**config.mk**
```make
export PLATFORM = sky130hd
export DESIGN_NAME = mips_subset_execute
export DESIGN_NICKNAME = d
export VERILOG_FILES = /design/src/rtl/mse_pkg.sv /design/src/rtl/mips_subset_execute.sv
export SDC_FILE = /design/constraint.sdc
export NUM_CORES = 2
export LEC_CHECK = 0
export ABC_CLOCK_PERIOD_IN_PS = 8400
export BUFFER_PORTS_ARGS = -buffer_cell sky130_fd_sc_hd__buf_2
export CORE_ASPECT_RATIO = 1.5
export CORE_MARGIN = 1.5
export CORE_UTILIZATION = 60
export DETAILED_ROUTE_END_ITERATION = 8
export GPL_TIMING_DRIVEN = 0
export HOLD_SLACK_MARGIN = 0.1
export PLACE_DENSITY = 0.76
export SLEW_MARGIN = 30
export SYNTH_ARGS = -nofsm -noshare
export SYNTH_HDL_FRONTEND = slang
export SYNTH_SLANG_ARGS = --single-unit
```
**constraint.sdc**
```tcl
create_clock -name i_clk -period 8.4 [get_ports i_clk]
set_clock_uncertainty 0.2 [all_clocks]
set_input_delay 0.42 -clock i_clk [delete_from_list [all_inputs] [get_ports i_clk]]
set_output_delay 0.42 -clock i_clk [all_outputs]
set_load 0.005 [all_outputs]
```
**src/rtl/mse_pkg.sv**
```systemverilog
// types, opcodes and status codes of the mips subset execute block
// no dependencies
`default_nettype none

package mse_pkg;

    typedef logic [31:0] t_word;
    typedef logic [4:0]  t_reg_idx;
    typedef logic [5:0]  t_code6;

    // data store depth, a power of two
    localparam int DATA_WORDS = 32;
    localparam int DS_AW      = $clog2(DATA_WORDS);
    localparam int RF_WORDS   = 32;

    localparam t_code6 OP_RTYPE = 6'h00;
    localparam t_code6 OP_ADDI  = 6'h08;
    localparam t_code6 OP_ANDI  = 6'h0C;
    localparam t_code6 OP_ORI   = 6'h0D;
    localparam t_code6 OP_LW    = 6'h23;
    localparam t_code6 OP_SW    = 6'h2B;

    localparam t_code6 FN_SLL = 6'h00;
    localparam t_code6 FN_ADD = 6'h20;
    localparam t_code6 FN_AND = 6'h24;
    localparam t_code6 FN_OR  = 6'h25;
    localparam t_code6 FN_NOR = 6'h27;

    localparam t_word SYSCALL_WORD = 32'h0000_000C;

    typedef logic [1:0] t_status;
    localparam t_status ST_EXEC  = 2'd0;
    localparam t_status ST_UNSUP = 2'd1;
    localparam t_status ST_HALT  = 2'd2;

    // output tdata layout
    localparam int OUT_BITS = 48;
    localparam int O_ST_LO  = 0;
    localparam int O_DST_LO = 2;
    localparam int O_WR     = 7;
    localparam int O_VAL_LO = 8;
    localparam int O_STORED = 40;

    typedef struct packed {
        t_status  status;
        t_reg_idx dest;
        logic     wrote;
        t_word    value;
        logic     stored;
        logic     is_load;
    } t_result;

endpackage

`default_nettype wire

```
**src/rtl/mips_subset_execute.sv**
```systemverilog
// mips subset execute: three register stages (input, operand, result)
// an instruction moves through the input, operand and result registers in turn;
// throughput: one instruction per cycle while the output is not stalled, set by the single execute stage
// with write-back forwarded into it and snooped into the operand register
// reset: synchronous, empties all stages and clears the valid bits of the
// register file and the data store
// depends on mse_pkg
`default_nettype none

module mips_subset_execute (
    input  wire logic        i_clk,
    input  wire logic        i_rst_n,
    input  wire logic        s_axis_tvalid,
    output logic             s_axis_tready,
    // [31:0] instruction
    input  wire logic [31:0] s_axis_tdata,
    output logic             m_axis_tvalid,
    input  wire logic        m_axis_tready,
    // [1:0] status, [6:2] dest_reg, [7] wrote_reg, [39:8] result_value,
    // [40] stored, [47:41] zero
    output logic [47:0]      m_axis_tdata
);

    // stage valids and payload
    logic                   r1_valid, r2_valid, r3_valid;
    mse_pkg::t_word         r1_instr, r2_instr;
    mse_pkg::t_word         r_a, r_b;
    mse_pkg::t_result       r3_res;
    mse_pkg::t_word         r_ld_data;
    logic                   r_wb_pend;

    // stores
    mse_pkg::t_word                        r_rf [mse_pkg::RF_WORDS];
    logic [mse_pkg::RF_WORDS-1:0]          r_rf_valid;
    mse_pkg::t_word                        r_ds [mse_pkg::DATA_WORDS];
    logic [mse_pkg::DATA_WORDS-1:0]        r_ds_valid;

    logic en1, en2, en3, move23;
    mse_pkg::t_word   wb_data;
    mse_pkg::t_reg_idx rs1, rt1, rs2, rt2;
    mse_pkg::t_word   a, b;
    mse_pkg::t_result n_res;
    logic [mse_pkg::DS_AW-1:0] ds_addr;

    assign en3    = !r3_valid || m_axis_tready;
    assign move23 = en3 && r2_valid;
    assign en2    = !r2_valid || en3;
    assign en1    = !r1_valid || en2;
    assign s_axis_tready = en1;

    assign wb_data = r3_res.is_load ? r_ld_data : r3_res.value;

    assign rs1 = r1_instr[25:21];
    assign rt1 = r1_instr[20:16];
    assign rs2 = r2_instr[25:21];
    assign rt2 = r2_instr[20:16];

    // forward the write-back that lands at the end of this cycle
    assign a = (r_wb_pend && (r3_res.dest == rs2)) ? wb_data : r_a;
    assign b = (r_wb_pend && (r3_res.dest == rt2)) ? wb_data : r_b;

    // execute
    always_comb begin
        logic [5:0]  op, funct;
        logic [4:0]  rd, shamt;
        logic [15:0] imm;
        mse_pkg::t_word sext, zext, r, sum;
        logic rtype, itype;
        op    = r2_instr[31:26];
        funct = r2_instr[5:0];
        rd    = r2_instr[15:11];
        shamt = r2_instr[10:6];
        imm   = r2_instr[15:0];
        sext  = {{16{imm[15]}}, imm};
        zext  = {16'h0000, imm};
        sum   = a + sext;
        r     = '0;
        rtype = 1'b0;
        itype = 1'b0;
        n_res = '0;
        n_res.status = mse_pkg::ST_EXEC;
        if (r2_instr == mse_pkg::SYSCALL_WORD) begin
            n_res.status = mse_pkg::ST_HALT;
        end else if (op == mse_pkg::OP_RTYPE) begin
            rtype = 1'b1;
            case (funct)
                mse_pkg::FN_ADD: r = a + b;
                mse_pkg::FN_AND: r = a & b;
                mse_pkg::FN_OR:  r = a | b;
                mse_pkg::FN_NOR: r = ~(a | b);
                mse_pkg::FN_SLL: r = b << shamt;
                default: begin
                    rtype = 1'b0;
                    n_res.status = mse_pkg::ST_UNSUP;
                end
            endcase
        end else begin
            itype = 1'b1;
            case (op)
                mse_pkg::OP_ADDI: r = sum;
                mse_pkg::OP_ANDI: r = a & zext;
                mse_pkg::OP_ORI:  r = a | zext;
                mse_pkg::OP_LW:   n_res.is_load = 1'b1;
                mse_pkg::OP_SW: begin
                    itype = 1'b0;
                    n_res.value  = b;
                    n_res.stored = 1'b1;
                end
                default: begin
                    itype = 1'b0;
                    n_res.status = mse_pkg::ST_UNSUP;
                end
            endcase
        end
        if (rtype) begin
            n_res.dest  = rd;
            n_res.value = r;
            n_res.wrote = (rd != '0);
        end else if (itype) begin
            n_res.dest  = rt2;
            n_res.value = r;
            n_res.wrote = (rt2 != '0);
        end
        ds_addr = sum[mse_pkg::DS_AW-1:0];
    end

    // control
    always_ff @(posedge i_clk) begin
        if (!i_rst_n) begin
            r1_valid   <= 1'b0;
            r2_valid   <= 1'b0;
            r3_valid   <= 1'b0;
            r_wb_pend  <= 1'b0;
            r_rf_valid <= '0;
            r_ds_valid <= '0;
        end else begin
            if (en1) r1_valid <= s_axis_tvalid;
            if (en2) r2_valid <= r1_valid;
            if (en3) r3_valid <= r2_valid;
            r_wb_pend <= move23 && n_res.wrote;
            if (r_wb_pend) r_rf_valid[r3_res.dest] <= 1'b1;
            if (move23 && n_res.stored) r_ds_valid[ds_addr] <= 1'b1;
        end
    end

    // payload and stores
    always_ff @(posedge i_clk) begin
        if (en1) r1_instr <= s_axis_tdata;
        if (en2) begin
            r2_instr <= r1_instr;
            if (r_wb_pend && (r3_res.dest == rs1)) r_a <= wb_data;
            else r_a <= r_rf_valid[rs1] ? r_rf[rs1] : '0;
            if (r_wb_pend && (r3_res.dest == rt1)) r_b <= wb_data;
            else r_b <= r_rf_valid[rt1] ? r_rf[rt1] : '0;
        end else begin
            // keep held operands current with the register file
            if (r_wb_pend && (r3_res.dest == rs2)) r_a <= wb_data;
            if (r_wb_pend && (r3_res.dest == rt2)) r_b <= wb_data;
        end
        if (r_wb_pend) r_rf[r3_res.dest] <= wb_data;
        if (move23) begin
            r3_res    <= n_res;
            r_ld_data <= r_ds_valid[ds_addr] ? r_ds[ds_addr] : '0;
            if (n_res.stored) r_ds[ds_addr] <= b;
        end
    end

    assign m_axis_tvalid = r3_valid;
    assign m_axis_tdata  = {7'b0, r3_res.stored, wb_data, r3_res.wrote,
                            r3_res.dest, r3_res.status};

endmodule

`default_nettype wire

```
==> Implementation_results.wiki <==
{| class="wikitable"
! Metric !! Value
|-
| Run status || complete, but fails checks
|-
| Failing checks || DRC, setup timing
|-
| Leading cell type by number of instances after synthesis || sky130_fd_sc_hd__edfxtp_1
|-
| Fraction of synthesized cell area in xor and xnor cells || less than 1%
|-
| Slowest library cell on the worst path || sky130_fd_sc_hd__clkbuf_1
|-
| Crit-path max FO || 10
|-
| Netlist area before placement || 104600 um^2
|-
| Class of the most critical setup path || flop to flop
|-
| Fraction of power spent switching nets || 23.30%
|-
| Achievable Freq || 117.0 MHz
|-
| Most used flip-flop cell after synthesis || sky130_fd_sc_hd__edfxtp_1
|-
| Routed Antenna Nets || 0
|-
| Sw power || 5.591 mW
|-
| CTS HTree Levels || 4
|-
| Final-layout worst hold slack || between 0.1 and 0.15 ns
|-
| Largest net degree at the start of global routing || 62
|-
| Total power || 23.99 mW
|-
| Layout Cells excl Fill || 8545
|-
| Comb pwr share || 6.8%
|-
| Final hold violation count || 0
|-
| CP endpoint kind || flop
|-
| Most repeated library cell on the critical path || sky130_fd_sc_hd__buf_2
|-
| Commonest cells in the synthesized netlist || 2186 x sky130_fd_sc_hd__edfxtp_1, 949 x sky130_fd_sc_hd__mux4_2, 255 x sky130_fd_sc_hd__clkbuf_1
|-
| Largest vdd supply drop || 0.2255 mV
|-
| Clock transition at the registers of the reported paths || 0.07 ns
|-
| Global-route usage over all layers || between 40 and 50%
|-
| Tcrit/Tclk final || 101.8%
|-
| Leakage power || 41.42 nW
|-
| P per Cell Area || 199.2 nW/um^2
|-
| TritonCTS Buffers || between 200 and 250
|-
| Remaining max-slew budget at the tightest pin || roughly 17%
|-
| Starting density of the core || 60.42%
|-
| Pint || 18.40 mW
|-
| Synth Register Bits || 2328
|-
| Hold WC Path Type || primary input to flop
|-
| Layout overhead on the synthesized area || 15.14%
|-
| Die X || about 340 um
|-
| Mux cell area share after synthesis || a little under a quarter
|-
| Max Root-Sink Buffers || 4
|-
| Sequential fraction of design power || 52.7%
|-
| Number of iterations in the first detailed-routing pass || 9
|-
| Adder-cell share of the synthesized area || 1.335%
|-
| Clock network latency to the later pin of the worst-skew pair || 0.88 ns
|-
| Place WS || -1.628 ns
|-
| Fraction of layout cells with a size suffix above 1 || 32.84%
|-
| Nature of the critical path startpoint || flop
|-
| Clock period minus final worst setup slack || ~8.5 ns
|-
| Cell type contributing the most total cell area after synthesis || sky130_fd_sc_hd__edfxtp_1
|-
| Top-area cell type share of the netlist area || 62.75%
|-
| Number of instances in the placed design || 8047
|-
| Total length of routed wires || 433300 um
|-
| Synthesized area per cell || 18.91 um^2
|-
| CTS root buf || sky130_fd_sc_hd__clkbuf_16
|-
| Number of setup violations in the final report || 42
|-
| Total of warnings raised by yosys || 0
|-
| Drt wl/cell || 50.71 um
|-
| Compound-cell area share of the yosys netlist || ~5.7%
|-
| Core area || 173100 um^2
|-
| DRT iter0 DRCs || about 11000
|-
| Total DRC errors in the routed layout || 5
|-
| Clock sinks || 2328
|-
| Unrepaired setup endpoints after global routing || yes
|-
| Power share of the clock group || 40.4%
|-
| Clock tree from TritonCTS || built
|-
| Y dimension of the die || 514.4 um
|-
| Final WS setup || -0.1491 ns
|-
| Post-synthesis share of cell area spent on and, or, nand and nor gates || 2.377%
|-
| Syn Inst Count || 5533
|-
| Slew at the pin closest to its max-slew limit || between 1 and 1.5 ns
|-
| Nets || 6231
|-
| Number of buffers and inverters on the critical path || 10
|-
| Post-route cell area || 120400 um^2
|-
| Top Family by Delay on Critical Path || buffers and inverters
|-
| Number of antenna violations at the first check in global routing || 30
|-
| Total of buffers placed on input and output ports || 77
|-
| Distinct cell type count after synthesis || 102
|-
| Leftover overflow at the end of global routing || 0
|-
| Number of enable flip-flop cells after synthesis || 2186
|-
| Worst path cell trace || buf_6, xnor2_1, nand4_1, nor2_4, buf_12, buf_2, buf_4, buf_2, nand2_1, o21ai_0, inv_1, ha_1, fa_1, clkbuf_1, buf_2, clkbuf_2, clkbuf_1, mux4_2, a221oi_2, a31oi_1
|-
| Required time of the worst setup path || 8.72 ns
|-
| Drt via density || 8.025
|-
| Cell Rows || 187
|-
| Routed vias || roughly 69000
|-
| Leading post-synthesis cells by cell area || sky130_fd_sc_hd__edfxtp_1 63%, sky130_fd_sc_hd__mux4_2 20%, sky130_fd_sc_hd__dfxtp_1 2.7%
|-
| Combinational family with the most area after synthesis || multiplexers
|-
| Number of violations of the max-capacitance limit || 0
|-
| Number of top-level pins || 86
|-
| Wire length of the first global-routing pass || 580600 um
|-
| Final weighted congestion in routability-driven placement || 1.018
|-
| Data arrival, critical path || 8.87 ns
|-
| Crit path largest cell delay || 0.80 ns
|-
| Post-detail-place hpwl || 294000 um
|-
| Final setup TNS || -1.138 ns
|-
| Fraction of synthesis flops using an asynchronous set or reset pin || 0%
|-
| Placed standard-cell area || 112600 um^2
|-
| Sequential area share after synthesis || between 60% and 70%
|-
| DIE AREA || 176900 um^2
|-
| Fin. max-slew vios || 0
|-
| Util after Layout || 69.56%
|-
| Via count of the first global-routing pass || 69110
|}
[cell families after synthesis]
family,after synthesis
flops,2328
mux,1144
compound gates,844
simple gates,527
buf+inv,506
fa+ha+maj,111
xor+xnor,72
other cells,1
[worst reg2reg max path: cells and delay by family (launching register included)]
kind / cells / cell delay (ns)
AO/OA/AOI/OAI: 3 / 1.42
XOR/XNOR: 1 / 0.15
adder cells (fa/ha/maj): 2 / 0.81
buffers and inverters: 10 / 3.96
flip-flops: 1 / 0.69
multiplexers: 1 / 0.45
AND/OR/NAND/NOR: 3 / 0.52
[layout by cell type (no fill, tap or decap), types with 19 or more instances in the layout]
master	instances
sky130_fd_sc_hd__edfxtp_1	2186
sky130_fd_sc_hd__mux4_2	949
sky130_fd_sc_hd__clkbuf_16	211
sky130_fd_sc_hd__clkbuf_1	195
sky130_fd_sc_hd__buf_2	167
sky130_fd_sc_hd__a21oi_1	164
sky130_fd_sc_hd__dfxtp_1	142
sky130_fd_sc_hd__nand2_1	141
sky130_fd_sc_hd__buf_16	125
sky130_fd_sc_hd__nor2_1	120
sky130_fd_sc_hd__ha_1	110
sky130_fd_sc_hd__clkbuf_2	105
sky130_fd_sc_hd__a221oi_1	102
sky130_fd_sc_hd__mux2_2	101
sky130_fd_sc_hd__o21ai_0	89
sky130_fd_sc_hd__a22oi_1	82
sky130_fd_sc_hd__inv_1	72
sky130_fd_sc_hd__o21a_1	72
sky130_fd_sc_hd__nor2_4	68
sky130_fd_sc_hd__buf_4	64
sky130_fd_sc_hd__mux2i_1	63
sky130_fd_sc_hd__a31oi_1	57
sky130_fd_sc_hd__dlygate4sd3_1	51
sky130_fd_sc_hd__a21o_1	42
sky130_fd_sc_hd__nand3_1	41
sky130_fd_sc_hd__clkinv_1	39
sky130_fd_sc_hd__xor2_1	38
sky130_fd_sc_hd__diode_2	37
sky130_fd_sc_hd__xnor2_1	33
sky130_fd_sc_hd__inv_2	33
sky130_fd_sc_hd__o22ai_1	33
sky130_fd_sc_hd__a211oi_1	33
sky130_fd_sc_hd__clkinv_2	29
sky130_fd_sc_hd__nor3_1	28
sky130_fd_sc_hd__mux2i_2	20
sky130_fd_sc_hd__nand4_1	20
sky130_fd_sc_hd__buf_12	19
sky130_fd_sc_hd__a22o_1	19
[what timing repair did]
item / CTS / global route
pin swaps: 6 / 6
setup buffers: 21 / 21
gates resized for setup: 28 / 8
setup endpoints to repair: 854 / 368
hold buffers: 51 / 0
hold endpoints to repair: 44 / 0
[registers in the layout, indices dropped and copies added, names as in the netlist, named ones only]
name           count
r_ds            1024
r_rf            1024
r3_res            33
r1_instr          32
r2_instr          32
r_a               32
r_b               32
r_ds_valid        32
r_ld_data         32
r_rf_valid        32
m_axis_tdata       9
m_axis_tvalid      1
r1_valid           1
r2_valid           1
r_wb_pend          1
[power by group through the flow]
| stage | Combinational (mW) | Clock (mW) | Sequential, mW |
|---|---|---|---|
| after global routing | 1.63 | 9.97 | 12.6 |
| after detailed placement | 1.51 | 0 | 12.9 |
| final | 1.64 | 9.70 | 12.7 |
| after CTS | 1.56 | 9.56 | 12.6 |
| after floorplan | 0.877 | 0 | 12.9 |
| after global placement | 1.46 | 0 | 12.9 |
[final timing paths]
path                          from            to  slack, ns  cells after the start
setup / recovery   m_axis_tdata[3]  r_ld_data[2]      -0.15                     20
hold / removal    s_axis_tdata[26]  r1_instr[26]       0.11                      2
hold reg to reg       r1_instr[15]  r2_instr[15]       0.22                      0
setup reg to reg   m_axis_tdata[3]  r_ld_data[2]      -0.15                     20
[area by class of cell]
class,instances,area (um^2)
fillers,10120,52700
repair buffers,335,5324
diodes,37,92.59
inverters,113,430.4
plain buffers,393,1882
multi-input cells,2705,34760
well taps,2268,2838
flip-flops and latches,2328,68490
clock inverters,111,1101
clock buffers,255,5528
[routing by layer]
layer | track usage (%) | vias to the layer above | wire (um)
met5 | 0 | - | 68
met4 | 53.63 | 10 | 61970
met3 | 12.93 | 2452 | 49140
met2 | 79.24 | 7198 | 206100
met1 | 49.41 | 34270 | 116000
li1 | - | 24650 | -
Note: power is estimated with default switching activity, not from simulation.
